[config.mk]
export PLATFORM = sky130hd
export DESIGN_NAME = tesf_ctrl
export DESIGN_NICKNAME = d
export VERILOG_FILES = /design/src/sv/tesf_pkg.sv /design/src/sv/tesf_ctrl.sv
export SDC_FILE = /design/constraint.sdc
export NUM_CORES = 1
export LEC_CHECK = 0
export BUFFER_PORTS_ARGS = -buffer_cell sky130_fd_sc_hd__buf_2
export CORE_AREA = 4 4 53 55
export DETAILED_ROUTE_END_ITERATION = 10
export DIE_AREA = 0 0 57 59
export GPL_ROUTABILITY_DRIVEN = 0
export GPL_TIMING_DRIVEN = 0
export PLACE_DENSITY = 0.91
export SYNTH_ARGS = -nofsm -noshare
export SYNTH_HDL_FRONTEND = slang
export SYNTH_SLANG_ARGS = --single-unit
[constraint.sdc]
create_clock -name clk -period 3.4 [get_ports clk]
set_input_delay 0.68 -clock clk [delete_from_list [all_inputs] [get_ports clk]]
set_output_delay 0.68 -clock clk [all_outputs]
set_load 0.1 [all_outputs]
[src/sv/tesf_pkg.sv]
package tesf_pkg;

  localparam int SMP_W     = 24;
  localparam int ALPHA_W   = 16;
  localparam int WGT_W     = 24;
  localparam int LVL_W     = 32;
  localparam int FC_W      = 25;
  localparam int CFG_IDX_W = 3;

  // Register reset values
  localparam logic [ALPHA_W-1:0] ALPHA_RST = 16'd26214;
  localparam logic [WGT_W-1:0]   BW1_RST   = 24'd145636;
  localparam logic [WGT_W-1:0]   BW2_RST   = 24'd247580;
  localparam logic [WGT_W-1:0]   BW3_RST   = 24'd101945;
  localparam logic [WGT_W-1:0]   CW_RST    = 24'd14564;

  // floor(n / 3) = (n * MEAN_RECIP) >> MEAN_SHIFT for n below 2^27
  localparam logic [25:0] MEAN_RECIP = 26'd44739243;
  localparam int          MEAN_SHIFT = 27;

  localparam int FC_MAX = 16777215;
  localparam int FC_MIN = -16777216;

  typedef enum logic [CFG_IDX_W-1:0] {
    CFG_ALPHA = 3'd0,
    CFG_BW1   = 3'd1,
    CFG_BW2   = 3'd2,
    CFG_BW3   = 3'd3,
    CFG_CW    = 3'd4
  } cfg_idx_t;

  typedef struct packed {
    logic [SMP_W-1:0] sample;
    logic             last_sample;
  } in_item_t;

  typedef struct packed {
    logic signed [FC_W-1:0] forecast;
    logic [1:0]             horizon;
    logic                   too_short;
    logic                   last_result;
  } out_item_t;

  // Operand pair for the shared multiplier
  typedef enum logic [2:0] {
    MS_MEAN,
    MS_L1,
    MS_L2,
    MS_L3,
    MS_BW1,
    MS_BW2,
    MS_BW3,
    MS_CW
  } mul_sel_t;

  // What to do with the registered product
  typedef enum logic [3:0] {
    ACC_NONE,
    ACC_L1,
    ACC_L2,
    ACC_L3,
    ACC_MEAN,
    ACC_LOAD,
    ACC_SUB,
    ACC_ADD,
    ACC_FIN
  } acc_op_t;

  typedef struct packed {
    logic       take_in;
    logic       hold_we;
    logic       load_held;
    logic [1:0] hold_idx;
    logic       sum_ld;
    logic       mul_en;
    mul_sel_t   mul_sel;
    acc_op_t    acc_op;
    logic       lvl_clr;
    logic       fc_init;
    logic       fc_step;
    logic       out_ld;
    logic       out_err;
    logic [1:0] horizon;
  } dp_cmd_t;

  // Fraction of the Q24.8 mean left by the remainder of the sum over 3
  function automatic logic [7:0] mean_frac(input logic [1:0] rem);
    logic [7:0] frac;
    case (rem)
      2'd1:    frac = 8'd85;
      2'd2:    frac = 8'd171;
      default: frac = 8'd0;
    endcase
    return frac;
  endfunction

endpackage

[src/sv/tesf_ctrl.sv]
module tesf_ctrl (
  input  logic               clk,
  input  logic               rst_n,
  input  logic               in_valid,
  input  logic               in_last,
  output logic               in_stall,
  output logic               out_valid,
  input  logic               out_stall,
  output tesf_pkg::dp_cmd_t  cmd
);

  typedef enum logic [3:0] {
    S_IDLE,
    S_SUM,
    S_QMUL,
    S_MEAN,
    S_SMUL,
    S_SACC,
    S_FMUL,
    S_FACC,
    S_FINIT,
    S_EMIT,
    S_ERR
  } state_t;

  state_t     state_r, state_nxt;
  logic [1:0] cnt_r, cnt_nxt;
  logic [1:0] lvl_r, lvl_nxt;
  logic [1:0] rep_r, rep_nxt;
  logic [1:0] fstep_r, fstep_nxt;
  logic [1:0] m_r, m_nxt;
  logic       last_r, last_nxt;
  logic       replay_r, replay_nxt;
  logic       out_valid_r, out_valid_nxt;
  logic       out_free;

  assign out_free  = !out_valid_r || !out_stall;
  assign in_stall  = (state_r != S_IDLE);
  assign out_valid = out_valid_r;

  always_comb begin
    state_nxt     = state_r;
    cnt_nxt       = cnt_r;
    lvl_nxt       = lvl_r;
    rep_nxt       = rep_r;
    fstep_nxt     = fstep_r;
    m_nxt         = m_r;
    last_nxt      = last_r;
    replay_nxt    = replay_r;
    out_valid_nxt = out_valid_r && out_stall;
    cmd           = '0;
    cmd.mul_sel   = tesf_pkg::MS_L1;
    cmd.acc_op    = tesf_pkg::ACC_NONE;
    case (state_r)
      S_IDLE: begin
        if (in_valid) begin
          cmd.take_in = 1'b1;
          last_nxt    = in_last;
          if (cnt_r != 2'd3) begin
            cmd.hold_we  = 1'b1;
            cmd.hold_idx = cnt_r;
          end
          case (cnt_r)
            2'd3: begin
              lvl_nxt    = 2'd0;
              replay_nxt = 1'b0;
              state_nxt  = S_SMUL;
            end
            2'd2: begin
              cnt_nxt   = 2'd3;
              state_nxt = S_SUM;
            end
            default: begin
              cnt_nxt = cnt_r + 2'd1;
              if (in_last) begin
                cnt_nxt   = 2'd0;
                state_nxt = S_ERR;
              end
            end
          endcase
        end
      end
      S_SUM: begin
        cmd.sum_ld = 1'b1;
        state_nxt  = S_QMUL;
      end
      S_QMUL: begin
        cmd.mul_en  = 1'b1;
        cmd.mul_sel = tesf_pkg::MS_MEAN;
        state_nxt   = S_MEAN;
      end
      S_MEAN: begin
        cmd.acc_op    = tesf_pkg::ACC_MEAN;
        cmd.load_held = 1'b1;
        cmd.hold_idx  = 2'd0;
        rep_nxt       = 2'd0;
        replay_nxt    = 1'b1;
        lvl_nxt       = 2'd0;
        state_nxt     = S_SMUL;
      end
      S_SMUL: begin
        cmd.mul_en = 1'b1;
        case (lvl_r)
          2'd0:    cmd.mul_sel = tesf_pkg::MS_L1;
          2'd1:    cmd.mul_sel = tesf_pkg::MS_L2;
          default: cmd.mul_sel = tesf_pkg::MS_L3;
        endcase
        state_nxt = S_SACC;
      end
      S_SACC: begin
        case (lvl_r)
          2'd0:    cmd.acc_op = tesf_pkg::ACC_L1;
          2'd1:    cmd.acc_op = tesf_pkg::ACC_L2;
          default: cmd.acc_op = tesf_pkg::ACC_L3;
        endcase
        if (lvl_r != 2'd2) begin
          lvl_nxt   = lvl_r + 2'd1;
          state_nxt = S_SMUL;
        end else begin
          lvl_nxt = 2'd0;
          if (replay_r && rep_r != 2'd2) begin
            rep_nxt       = rep_r + 2'd1;
            cmd.load_held = 1'b1;
            cmd.hold_idx  = rep_r + 2'd1;
            state_nxt     = S_SMUL;
          end else if (last_r) begin
            fstep_nxt = 2'd0;
            state_nxt = S_FMUL;
          end else begin
            state_nxt = S_IDLE;
          end
        end
      end
      S_FMUL: begin
        cmd.mul_en = 1'b1;
        case (fstep_r)
          2'd0:    cmd.mul_sel = tesf_pkg::MS_BW1;
          2'd1:    cmd.mul_sel = tesf_pkg::MS_BW2;
          2'd2:    cmd.mul_sel = tesf_pkg::MS_BW3;
          default: cmd.mul_sel = tesf_pkg::MS_CW;
        endcase
        state_nxt = S_FACC;
      end
      S_FACC: begin
        case (fstep_r)
          2'd0:    cmd.acc_op = tesf_pkg::ACC_LOAD;
          2'd1:    cmd.acc_op = tesf_pkg::ACC_SUB;
          2'd2:    cmd.acc_op = tesf_pkg::ACC_ADD;
          default: cmd.acc_op = tesf_pkg::ACC_FIN;
        endcase
        if (fstep_r != 2'd3) begin
          fstep_nxt = fstep_r + 2'd1;
          state_nxt = S_FMUL;
        end else begin
          state_nxt = S_FINIT;
        end
      end
      S_FINIT: begin
        cmd.fc_init = 1'b1;
        m_nxt       = 2'd1;
        state_nxt   = S_EMIT;
      end
      S_EMIT: begin
        cmd.horizon = m_r;
        if (out_free) begin
          cmd.out_ld    = 1'b1;
          cmd.fc_step   = 1'b1;
          out_valid_nxt = 1'b1;
          if (m_r == 2'd3) begin
            cnt_nxt     = 2'd0;
            cmd.lvl_clr = 1'b1;
            state_nxt   = S_IDLE;
          end else begin
            m_nxt = m_r + 2'd1;
          end
        end
      end
      S_ERR: begin
        if (out_free) begin
          cmd.out_ld    = 1'b1;
          cmd.out_err   = 1'b1;
          out_valid_nxt = 1'b1;
          state_nxt     = S_IDLE;
        end
      end
      default: state_nxt = S_IDLE;
    endcase
  end

  always_ff @(posedge clk) begin
    if (!rst_n) begin
      state_r     <= S_IDLE;
      cnt_r       <= 2'd0;
      lvl_r       <= 2'd0;
      rep_r       <= 2'd0;
      fstep_r     <= 2'd0;
      m_r         <= 2'd1;
      last_r      <= 1'b0;
      replay_r    <= 1'b0;
      out_valid_r <= 1'b0;
    end else begin
      state_r     <= state_nxt;
      cnt_r       <= cnt_nxt;
      lvl_r       <= lvl_nxt;
      rep_r       <= rep_nxt;
      fstep_r     <= fstep_nxt;
      m_r         <= m_nxt;
      last_r      <= last_nxt;
      replay_r    <= replay_nxt;
      out_valid_r <= out_valid_nxt;
    end
  end

  // Never overwrite a result that is still waiting
  a_no_overwrite: assert property (@(posedge clk) disable iff (!rst_n)
    cmd.out_ld |-> (!out_valid_r || !out_stall))
    else $error("result register overwritten while stalled");

  // The third forecast closes the series
  a_series_end: assert property (@(posedge clk) disable iff (!rst_n)
    (state_r == S_EMIT && out_free && m_r == 2'd3) |=>
      (cnt_r == 2'd0 && state_r == S_IDLE))
    else $error("series did not close after third forecast");

  // The third sample starts level initialization
  a_third_init: assert property (@(posedge clk) disable iff (!rst_n)
    (in_valid && !in_stall && cnt_r == 2'd2) |=> (state_r == S_SUM))
    else $error("third sample did not start initialization");

endmodule

==> impl_results.md, run 1 <==
- Outcome: finished, final reports clean
- Post-DP Area: about 0.0015 mm^2
- Top routing layer used: met4
- Die span in x: between 50 and 60 um
- Origin of the worst setup path: state_r[3]
- Wirelength per Cell: 13.4 um
- Maximum count of clock buffers along a single path: 2
- Met3 routed WL: 177 um
- Final critical-path required period: about 2.8 ns
- Standby leakage power: approximately 0.7 nW
- Synth top area cells: sky130_fd_sc_hd__dfxtp_1 (26%), sky130_fd_sc_hd__ha_1 (9.4%), sky130_fd_sc_hd__nand2_1 (7.6%), sky130_fd_sc_hd__nor2_1 (5.9%), sky130_fd_sc_hd__o21ai_0 (4.9%)
- Count of hold buffers inserted by post-cts repair: 0
- Antenna violations before repair: 0
- Max H-tree Level: 1
- Mean cell area of the mapped netlist: between 7 and 8 um^2
- Post-synthesis register bit count: 17
- Critical Path End Type: output pin
- Portion of the clock cycle consumed by the worst path in the final layout: 81.8%
- Antenna Diode Count: 0
- VDD IR max: roughly 0.87 mV
- All-Layer GR Usage: a little over a fifth
- P&R area growth vs syn: 15.3%
- Number of unique standard cell types used by synthesis: 40
- Clock transition time at the flip-flop clock pins of the worst setup and hold paths: roughly 0.10 ns
- Depth of the worst register-to-register path: 6
- Critical Path Source Type: flop
- Via density: roughly 5.7
- Hold wc startpoint: m_r[1]
- Hold Path End: m_r[1]
- Number of post-CTS setup repair buffers: 0
- Hold WS: approximately 0.49 ns
- CP max FO: 10
- Max-slew violation total from the final report: 0
- Required time at the worst-slack endpoint: 2.72 ns
- Die ar.: around 0.0034 mm^2
- Post-detailed-placement half-perimeter wirelength: about 2.5 mm
- Dominant synthesized flop cell: sky130_fd_sc_hd__dfxtp_1
- FF-to-FF setup slack: about 1.8 ns
- Number of enable flip-flop cells after synthesis: 0
- CTS tree: done
- Via count of the first global-routing pass: between 1000 and 1500
- Most frequent standard cell in the layout excluding fill and tap cells: sky130_fd_sc_hd__buf_2
- DR iter-0 viols: between 40 and 50
- Final sum of negative setup slack: 0 ns
- Final wirelength: between 3 and 4 mm
- Met1 routed wirelength after detailed routing: about 1.6 mm
- Aggregate global routing overflow: 0
- Max-capacitance violation count: 0
- Area inside the core boundary: ~0.0024 mm^2
- DRC violations left: 0
- Warnings, synthesis: 0
- Cell Rows: 18
- Dominant cell type by area after synthesis: sky130_fd_sc_hd__dfxtp_1
- Final Instance Area: between 0.0015 and 0.002 mm^2
- Remaining antenna violation count: 0
- CTS buffer count: 3
- Worst slew margin relative to its limit: 65.2%
- Area of the mapped netlist: about 0.0013 mm^2
- Ratio of cells with drive above 1 in the final layout: between 10% and 20%
- Nets in the synthesized netlist: 202
- CP Data Arrival Time: ~2.1 ns
- Worst hold path depth: 2
- Proportion of netlist area held by the largest area contributor: 25.5%
- Total I/O pin count: 28
- Final critical-path setup slack: ~0.62 ns
- Origin of the critical flop-to-flop path: state_r[3]
- Buffer cell driving the clock tree root: sky130_fd_sc_hd__clkbuf_4
- Synth async-reset ratio: 0%
- Leading cell types in the layout, fill and taps excluded: sky130_fd_sc_hd__buf_2 (34), sky130_fd_sc_hd__nand2_1 (27), sky130_fd_sc_hd__nor2_1 (21), sky130_fd_sc_hd__dfxtp_1 (17), sky130_fd_sc_hd__o21ai_0 (12)
- Mapped Cells: ~190
- Transition time at the pin with the least slew margin: ~0.52 ns
- Power per cell area: between 700 and 800 mW/mm^2
- DIE HEIGHT: 59 um
- DRT Pass-1 Iters: 4
- Achievable frequency: 360 MHz
- Net count reported at finish: roughly 230
- Wire length of the first global-routing pass: roughly 5.6 mm
- Seq/Total Area, Yosys: 25.5%
- Met2 wirelength from detailed routing: ~1.5 mm
- Total of endpoints with negative setup slack in the final report: 0
- Layout Skew: between 0.0007 and 0.0008 ns
- Clk_lat worst skew: approximately 0.3 ns
- Number of port buffers: 27
- Capture instance of the worst register-to-register path: replay_r
- Fill count: between 200 and 250
- Initial Util: 55.9%
- Via total after detailed routing: approximately 1400
- Setup repair after global routing missed its margin: no
- Crit path kind: reg -> out
- Post-cts repair resize count: 0
- Setup WS pre-CTS: ~0.98 ns
- Sinks on the clock net: 17
- Hold/Removal Path Class: reg -> reg
- Maximum number of pins on one net before global-route repair: 11
- Final Hold Vio Count: 0
-- metrics by stage --
step	utilization [%]	instances	power (mW)
finish	64.4	248	1.22
global route	64.4	248	1.29
CTS	64.4	248	1.22
detailed placement	63.3	244	1.10
global placement	63.3	244	1.09
floorplan	-	187	0.965
-- power breakdown --
part           switching (mW)  internal (mW)
clock                  0.0683         0.0458
sequential             0.0282          0.229
combinational           0.676          0.172
-- sequential cells by signal, indices dropped and copies added (netlist names) --
signal / count
fstep_r: 2
rep_r: 2
out_valid: 1
replay_r: 1
m_r: 2
cnt_r: 2
lvl_r: 2
last_r: 1
state_r: 4
-- how the worst max path moves through the flow --
stage                    to  slack [ns]  depth (start not counted)
finish              cmd[17]        0.62                          7
floorplan           cmd[14]        0.06                          3
global route        cmd[16]        0.45                          7
global placement     cmd[9]        1.02                          5
CTS                 cmd[17]        0.64                          7
detailed placement  cmd[17]        0.98                          7
-- area by class of cell --
class / count / area, um^2 / area share [%]
multi-input cells: 147 / 903 / 58.7
flip-flops and latches: 17 / 340 / 22.1
plain buffers: 12 / 53.8 / 3.50
well taps: 30 / 37.5 / 2.44
inverters: 11 / 41.3 / 2.69
repair buffers: 27 / 135 / 8.79
clock buffers: 4 / 26.3 / 1.71
-- kinds of logic (layout without fill, tap and decap cells) --
group / count (synthesis) / in the layout / synth area share [%]
DFF: 17 / 17 / 25.5
AOI/OAI and AO/OA: 49 / 49 / 23.6
muxes: 2 / 2 / 1.50
xor gates and xnor gates: 2 / 2 / 1.31
and+or+nand+nor: 84 / 84 / 31.5
adders and majority gates: 10 / 10 / 9.38
buffers and inverters: 23 / 54 / 7.13
-- cell usage after synthesis (4+ instances only) --
cell	n
sky130_fd_sc_hd__a21boi_0	5
sky130_fd_sc_hd__dfxtp_1	17
sky130_fd_sc_hd__o21ai_0	13
sky130_fd_sc_hd__o211ai_1	4
sky130_fd_sc_hd__o22ai_1	4
sky130_fd_sc_hd__clkbuf_1	5
sky130_fd_sc_hd__inv_1	11
sky130_fd_sc_hd__and2_1	4
sky130_fd_sc_hd__a21oi_1	10
sky130_fd_sc_hd__buf_2	7
sky130_fd_sc_hd__nand2_1	27
sky130_fd_sc_hd__nor2_1	21
sky130_fd_sc_hd__nor3_1	4
sky130_fd_sc_hd__nor2b_1	5
sky130_fd_sc_hd__ha_1	10
sky130_fd_sc_hd__nand3_1	7
-- critical path: stages, from the launching register on --
cell	delay (ns)
sky130_fd_sc_hd__dfxtp_1	0.32
sky130_fd_sc_hd__buf_2	0.17
sky130_fd_sc_hd__nor2_1	0.29
sky130_fd_sc_hd__nand3_1	0.24
sky130_fd_sc_hd__inv_1	0.21
sky130_fd_sc_hd__nand2_1	0.08
sky130_fd_sc_hd__nand2_1	0.07
sky130_fd_sc_hd__buf_2	0.41
-- per-layer routing --
metal	global-route usage, %	vias to the layer above
met1	27.1	652
met5	0	-
met4	10.3	0
met2	34.7	39
li1	-	714
met3	2.83	7
Note: power is estimated with default switching activity, not from simulation.
==> run 2: changes to the inputs <==
--- a/config.mk
+++ b/config.mk
@@ -5,13 +5,14 @@
 export SDC_FILE = /design/constraint.sdc
 export NUM_CORES = 1
 export LEC_CHECK = 0
+export ABC_AREA = 1
 export BUFFER_PORTS_ARGS = -buffer_cell sky130_fd_sc_hd__buf_2
-export CORE_AREA = 4 4 53 55
+export CORE_AREA = 4 4 56 58
 export DETAILED_ROUTE_END_ITERATION = 10
-export DIE_AREA = 0 0 57 59
+export DIE_AREA = 0 0 60 62
 export GPL_ROUTABILITY_DRIVEN = 0
 export GPL_TIMING_DRIVEN = 0
-export PLACE_DENSITY = 0.91
+export PLACE_DENSITY = 0.81
 export SYNTH_ARGS = -nofsm -noshare
 export SYNTH_HDL_FRONTEND = slang
 export SYNTH_SLANG_ARGS = --single-unit
==> constraint.sdc (replaced) <==
create_clock -name clk -period 2.3 [get_ports clk]
set_input_delay 0.46 -clock clk [delete_from_list [all_inputs] [get_ports clk]]
set_output_delay 0.46 -clock clk [all_outputs]
set_load 0.1 [all_outputs]
==> run 2 against run 1 <==
- sequential share of layout area is 0.29 points lower
- sequential power grew 58%
- setup slack got worse by 0.53 ns
- power is 47% higher
- worst hold slack worse by 0.045 ns
- largest cell class unchanged
==> impl_results.md, run 2 <==
- Post-DP Area: 0.00149 mm^2 (-1.3%)
- Ratio of cells with drive above 1 in the final layout: 27.4% (+9.5 points)
- Crit path kind: reg -> out
- CTS tree: done
- Final critical-path required period: ~2.2 ns
- Clk_lat worst skew: 0.28 ns (-0.02 ns)
- DRC violations left: 0 (unchanged)
- Register with the most flip-flops: state_r
- Final wirelength: 2.93 mm (-12%)
- Maximum count of clock buffers along a single path: 2 (unchanged)
- Fill count: 251 (+6.4%)
- Synth async-reset ratio: 0% (unchanged)
- Seq/Total Area, Yosys: 28.0% (+2.5 points)
- Remaining antenna violation count: 0 (unchanged)
- DRT Pass-1 Iters: 4 (unchanged)
- Worst stage delay on the critical path: 0.39 ns (-0.02 ns)
- Area of the mapped netlist: 0.00122 mm^2 (-8.8%)
- Largest register FFs: 4 (unchanged)
- Transition time at the pin with the least slew margin: 0.477 ns (-0.0446 ns)
- All-Layer GR Usage: 17.2% (-3.9 points)
- Net count reported at finish: 242 (+3.4%)
- Critical Path Slowest Stage Cell: sky130_fd_sc_hd__dfxtp_4
- Worst slew margin relative to its limit: 68.2% (+3.0 points)
- Layout Skew: 0.00648 ns (+0.00568 ns)
- Mapped Cells: 195 (+4.3%)
- Via density: 5.14 (-9.7%)
- Hold/Removal Path Class: in -> reg
- Met3 routed WL: 199 um (+12%)
- Buffer cell driving the clock tree root: sky130_fd_sc_hd__clkbuf_4
- FF-to-FF setup slack: 0.79 ns (-0.97 ns)
- Wirelength per Cell: 11.4 um (-15%)
- Synth top cells by count: sky130_fd_sc_hd__nand2_1 (43), sky130_fd_sc_hd__inv_1 (32), sky130_fd_sc_hd__nor2_1 (25), sky130_fd_sc_hd__dfxtp_1 (17), sky130_fd_sc_hd__a21oi_1 (15)
- List of cells traversed by the critical path: nor2_2, nand2_8, inv_2, nand2_1, clkinvlp_4, nand2_2, nand2_4, buf_6
- Maximum number of pins on one net before global-route repair: 11 (unchanged)
- CP bufs+invs: 3 (unchanged)
- DIE HEIGHT: 62 um (+5.1%)
- Most instantiated library cell after synthesis: sky130_fd_sc_hd__nand2_1
- Post-detailed-placement half-perimeter wirelength: 2.38 mm (-4.5%)
- Met1 routed wirelength after detailed routing: 1.36 mm (-12%)
- Required time at the worst-slack endpoint: 1.84 ns (-0.88 ns)
- Critical Path Source Type: flop
- Most frequent standard cell in the layout excluding fill and tap cells: sky130_fd_sc_hd__nand2_1
- Number of enable flip-flop cells after synthesis: 0 (unchanged)
- Critical Path End Type: output pin
- Clock transition time at the flip-flop clock pins of the worst setup and hold paths: 0.10 ns (about the same)
- Die ar.: 0.00372 mm^2 (+11%)
- Via count of the first global-routing pass: 1157 (-9.5%)
- Number of port buffers: 27 (unchanged)
- Nets in the synthesized netlist: 210 (+4.0%)
- Max-slew violation total from the final report: 0 (unchanged)
- Wire length of the first global-routing pass: 4.90 mm (-13%)
- Top routing layer used: met4
- Outcome: finished, final reports clean
- Final Instance Area: 0.00159 mm^2 (+3.2%)
- Portion of the clock cycle consumed by the worst path in the final layout: between 90 and 100%
- Met2 wirelength from detailed routing: 1.35 mm (-11%)
- Standby leakage power: 0.762 nW (+8.4%)
- Antenna Diode Count: 0 (unchanged)
- Max-capacitance violation count: 0 (unchanged)
- Total I/O pin count: 28 (unchanged)
- Dominant synthesized flop cell: sky130_fd_sc_hd__dfxtp_1
- Warnings, synthesis: 0 (unchanged)
- P&R area growth vs syn: 30.5%
- Post-synthesis register bit count: 17 (unchanged)
- DR iter-0 viols: 46 (-2.1%)
- Area inside the core boundary: 0.00266 mm^2 (+12%)
- CP max FO: 7 (-3)
- Achievable frequency: roughly 450 MHz
- Cell class contributing the biggest share of worst-path delay: simple AND/OR/NAND/NOR gates
- Number of unique standard cell types used by synthesis: 22 (-45%)
- Antenna violations before repair: 0 (unchanged)
- Mean cell area of the mapped netlist: 6.24 um^2 (-13%)
- Setup WS pre-CTS: 0.0543 ns (-0.930 ns)
- Proportion of netlist area held by the largest area contributor: 28.0% (+2.5 points)
- Power per cell area: 1130 mW/mm^2 (+42%)
- Max H-tree Level: 1 (unchanged)
- Setup repair after global routing missed its margin: yes
- Die span in x: 60 um (+5.3%)
- Total of endpoints with negative setup slack in the final report: 0 (unchanged)
- Dominant cell type by area after synthesis: sky130_fd_sc_hd__dfxtp_1
- Synth top area cells: sky130_fd_sc_hd__dfxtp_1 (28%), sky130_fd_sc_hd__nand2_1 (13%), sky130_fd_sc_hd__ha_1 (10%), sky130_fd_sc_hd__inv_1 (9.9%), sky130_fd_sc_hd__nor2_1 (7.7%)
- VDD IR max: 0.954 mV (+10%)
- Via total after detailed routing: 1322 (-6.4%)
- Aggregate global routing overflow: 0 (unchanged)
- Leading cell types in the layout, fill and taps excluded: sky130_fd_sc_hd__nand2_1 (40), sky130_fd_sc_hd__inv_1 (31), sky130_fd_sc_hd__nor2_1 (20), sky130_fd_sc_hd__buf_2 (15)
- CP Data Arrival Time: 1.75 ns (-0.35 ns)
- Number of post-CTS setup repair buffers: 0 (unchanged)
- Initial Util: 45.7% (-10 points)
- Sinks on the clock net: 17 (unchanged)
- CTS buffer count: 3 (unchanged)
- Final critical-path setup slack: 0.0856 ns (-0.534 ns)
- Cell Rows: 19 (+1)
- Final Hold Vio Count: 0 (unchanged)
[run 2: cell count changes after synthesis, moves of 5 or more]
cell	delta
sky130_fd_sc_hd__a21boi_0	-5
sky130_fd_sc_hd__a21oi_1	+5
sky130_fd_sc_hd__buf_2	-7
sky130_fd_sc_hd__inv_1	+21
sky130_fd_sc_hd__inv_2	+5
sky130_fd_sc_hd__nand2_1	+16
sky130_fd_sc_hd__nor2b_1	-5
sky130_fd_sc_hd__o21ai_1	+6
[run 2: cells by family after synthesis]
logic type	count (synthesis)	synth area share (%)
simple gates	88	31.4
compound gates	42	18.6
buf+inv	38	11.7
flops	17	28.0
fa+ha+maj	10	10.3
[run 2: worst paths after layout]
path	cells past startpoint	to	from
worst max-delay path	8	cmd[16]	state_r[0]
worst min-delay path	2	m_r[0]	rst_n
worst max register to register	7	m_r[1]	state_r[3]
worst min register to register	2	rep_r[0]	rep_r[0]
[run 2: layout make-up]
cell class	count	area [um^2]	share of cell area, %
buffer	1	3.75	0.237
clock buffer	4	26.3	1.66
inverter	37	143	8.99
multi-input combinational	140	845	53.2
sequential	17	347	21.8
tap	31	38.8	2.44
timing repair buffer	27	184	11.6
[run 2: layer usage]
metal	GRT usage, %	up-vias
met5	0	-
met4	4.75	0
met3	2.07	2
li1	-	702
met1	24.0	580
met2	28.1	38
[run 2: stage by stage]
step                instances  TNS (ns)  total power [mW]  hold WS (ns)  util [%]
finish                    257         0              1.79         0.445      59.6
global route              257   -0.0386              1.90         0.441      59.6
CTS                       257         0              1.77         0.434      58.1
detailed placement        253         0              1.60         0.454      56.0
global placement          253         0              1.60         0.449      56.0
floorplan                 195    -0.422              1.44         0.439         -
[run 2: power breakdown]
| group | leakage (nW) | internal (mW) | switching (mW) |
|---|---|---|---|
| combinational | 0.607 | 0.260 | 0.967 |
| sequential | 0.140 | 0.343 | 0.0628 |
| clock | 0.0150 | 0.0672 | 0.0894 |
[run 2: timing repair]
action,in CTS,in global routing
pin swaps,0,0
endpoints found under the setup margin,5,12
gates resized for setup,10,13
hold buffers,0,0
==> run 3: changes to the inputs <==
--- a/config.mk
+++ b/config.mk
@@ -12,7 +12,7 @@
 export DIE_AREA = 0 0 60 62
 export GPL_ROUTABILITY_DRIVEN = 0
 export GPL_TIMING_DRIVEN = 0
-export PLACE_DENSITY = 0.81
+export PLACE_DENSITY = 0.68
 export SYNTH_ARGS = -nofsm -noshare
 export SYNTH_HDL_FRONTEND = slang
 export SYNTH_SLANG_ARGS = --single-unit
==> run 3 against run 2 <==
- register-to-register slack lost 0.03 ns
- sequential share of layout area shrank 0.16 points
- die area is the same
- first-iteration DRC count grew 4.3%
- critical path depth shrank 1
- utilization grew 0.66 points
- global-route usage grew 1.0 points
- largest power group unchanged
- via count grew 0.91%
- final area grew 1.1%
- highest routed layer unchanged
- clock power is essentially flat
- wire length grew 3.6%
==> impl_results.md, run 3 (synthesized netlist as in run 2, its figures left out) <==
- Via count of the first global-routing pass: 1228 (+6.1%)
- Portion of the clock cycle consumed by the worst path in the final layout: 95.1% (-1.2 points)
- Die ar.: 0.00372 mm^2 (unchanged)
- Via density: 5.19 (+0.91%)
- Initial Util: 45.7% (unchanged)
- Buffer cell driving the clock tree root: sky130_fd_sc_hd__clkbuf_4
- List of cells traversed by the critical path: inv_2, nor2_2, nand2_2, nor3_4, nor2_1, inv_1, buf_4
- Post-DP Area: 0.00149 mm^2 (unchanged)
- Critical Path Slowest Stage Cell: sky130_fd_sc_hd__dfxtp_4
- Via total after detailed routing: 1334 (+0.91%)
- Required time at the worst-slack endpoint: 1.84 ns (about the same)
- Outcome: finished, final reports clean
- Worst slew margin relative to its limit: 67.6% (-0.58 points)
- Max-slew violation total from the final report: 0 (unchanged)
- Hold/Removal Path Class: in -> reg
- Switching Share: 62.4% (-0.17 points)
- DR iter-0 viols: 48 (+4.3%)
- Cell Rows: 19 (unchanged)
- Internal Pwr Total: 684 uW (+2.1%)
- Sequential Area: 348 um^2 (+0.36%)
- CTS tree: done
- Standby leakage power: 0.769 nW (+0.88%)
- Count of hold buffers inserted by post-cts repair: 0 (unchanged)
- Antenna violations before repair: 0 (unchanged)
- Final Instance Area: 0.00160 mm^2 (+1.1%)
- Net count reported at finish: 242 (unchanged)
- Total of endpoints with negative setup slack in the final report: 0 (unchanged)
- P&R area growth vs syn: 31.9%
- Clock transition time at the flip-flop clock pins of the worst setup and hold paths: 0.10 ns (about the same)
- Net switching power: 1.13 mW (+1.3%)
- CP max FO: 7 (unchanged)
- Aggregate global routing overflow: 0 (unchanged)
- Final critical-path required period: 2.19 ns (-0.0280 ns)
- Post-Layout Cell Count: 257 (unchanged)
- Largest register FFs: 4 (unchanged)
- Register share of total power: 22.8% (about the same)
- Remaining antenna violation count: 0 (unchanged)
- Setup WS pre-CTS: 0.0445 ns (-0.00982 ns)
- VDD IR max: 1.09 mV (+15%)
- Fill count: 270 (+7.6%)
- Max-capacitance violation count: 0 (unchanged)
- Final wirelength: 3.04 mm (+3.6%)
- Most frequent standard cell in the layout excluding fill and tap cells: sky130_fd_sc_hd__nand2_1
- Max H-tree Level: 1 (unchanged)
- Part of the power in the clock network: 8.7% (about the same)
- DIE HEIGHT: 62 um (unchanged)
- Critical Path Source Type: flop
- Layout Skew: 0.00530 ns (-0.00118 ns)
- DRT Pass-1 Iters: 4 (unchanged)
- Sinks on the clock net: 17 (unchanged)
- Achievable frequency: 457 MHz (+1.3%)
- Antenna Diode Count: 0 (unchanged)
- Area of the multi-input gates: 852 um^2 (+0.89%)
- Wire length of the first global-routing pass: 5.16 mm (+5.3%)
- Maximum count of clock buffers along a single path: 2 (unchanged)
- Combinational fraction of design power: 68.5% (about the same)
- CP Data Arrival Time: 1.73 ns (-0.02 ns)
- Clk_lat worst skew: 0.29 ns (about the same)
- Ratio of cells with drive above 1 in the final layout: 28.3% (+0.88 points)
- Critical Path End Type: output pin
- Maximum number of pins on one net before global-route repair: 11 (unchanged)
- Crit path kind: reg -> out
- Transition time at the pin with the least slew margin: 0.486 ns (+0.00863 ns)
- Total I/O pin count: 28 (unchanged)
- Leading cell types in the layout, fill and taps excluded: sky130_fd_sc_hd__nand2_1 (39), sky130_fd_sc_hd__inv_1 (31), sky130_fd_sc_hd__nor2_1 (20), sky130_fd_sc_hd__buf_2 (15), sky130_fd_sc_hd__a21oi_1 (14)
- Final total power: 1.82 mW (+1.6%)
- Area inside the core boundary: 0.00266 mm^2 (unchanged)
- Hold WS: 0.455 ns (+0.0101 ns)
- All-Layer GR Usage: 18.2% (+1.0 points)
- Final critical-path setup slack: 0.114 ns (+0.0280 ns)
- DRC violations left: 0 (unchanged)
- Power per cell area: 1130 mW/mm^2 (+0.49%)
- CTS buffer count: 3 (unchanged)
- Post-detailed-placement half-perimeter wirelength: 2.54 mm (+6.9%)
- Die span in x: 60 um (unchanged)
- Register with the most flip-flops: state_r
- FF-to-FF setup slack: 0.76 ns (-0.03 ns)
- Number of port buffers: 27 (unchanged)
- Final Hold Vio Count: 0 (unchanged)
- Worst stage delay on the critical path: 0.43 ns (+0.04 ns)
- Placed cells: 253 (unchanged)
- Wirelength per Cell: 11.8 um (+3.6%)
-- run 3: final timing paths --
path	startpoint	cells after the start	end
hold reg to reg	rep_r[0]	2	rep_r[0]
setup / recovery	state_r[0]	7	cmd[18]
hold / removal	rst_n	3	out_valid
setup reg to reg	cnt_r[0]	9	state_r[3]
-- run 3: layout make-up --
type                            instances  share of cell area (%)
Timing Repair Buffer                   27                    12.0
Clock buffer                            4                    1.64
Multi-Input combinational cell        140                    53.1
Sequential cell                        17                    21.7
Buffer                                  1                   0.234
Tap cell                               31                    2.42
Inverter                               37                    8.89
-- run 3: per-layer routing --
layer  vias up  routed length, um  track usage, %  share of wire [%]
met5         -                  0               0                  0
met4         0                 30            6.01               0.99
met3         4                124            2.07                4.1
met2        22               1380            30.2                 46
met1       617               1500            24.6                 49
li1        691                  -               -                  -
-- run 3: metrics by stage --
step,utilization [%],TNS [ns]
floorplan,-,-0.422
CTS,58.2,0
global route,60.2,-0.00767
detailed placement,56.0,0
finish,60.2,0
global placement,56.0,0
-- run 3: repair_timing --
action,CTS,global route
setup buffers,0,0
endpoints found under the setup margin,6,14
gates cloned,0,0
resized for setup,11,18
-- run 3: power groups by stage --
stage / registers (mW) / logic (mW) / clock network, mW
floorplan: 0.415 / 1.02 / 0
global placement: 0.404 / 1.20 / 0
detailed placement: 0.409 / 1.20 / 0
CTS: 0.403 / 1.22 / 0.166
global route: 0.425 / 1.34 / 0.177
finish: 0.415 / 1.24 / 0.158
-- run 3: critical path: cells and delay by family, from the launching register on --
kind	cells	cell delay [ns]
buffers and inverters	3	0.41
AND/OR/NAND/NOR	4	0.59
flip-flops	1	0.43
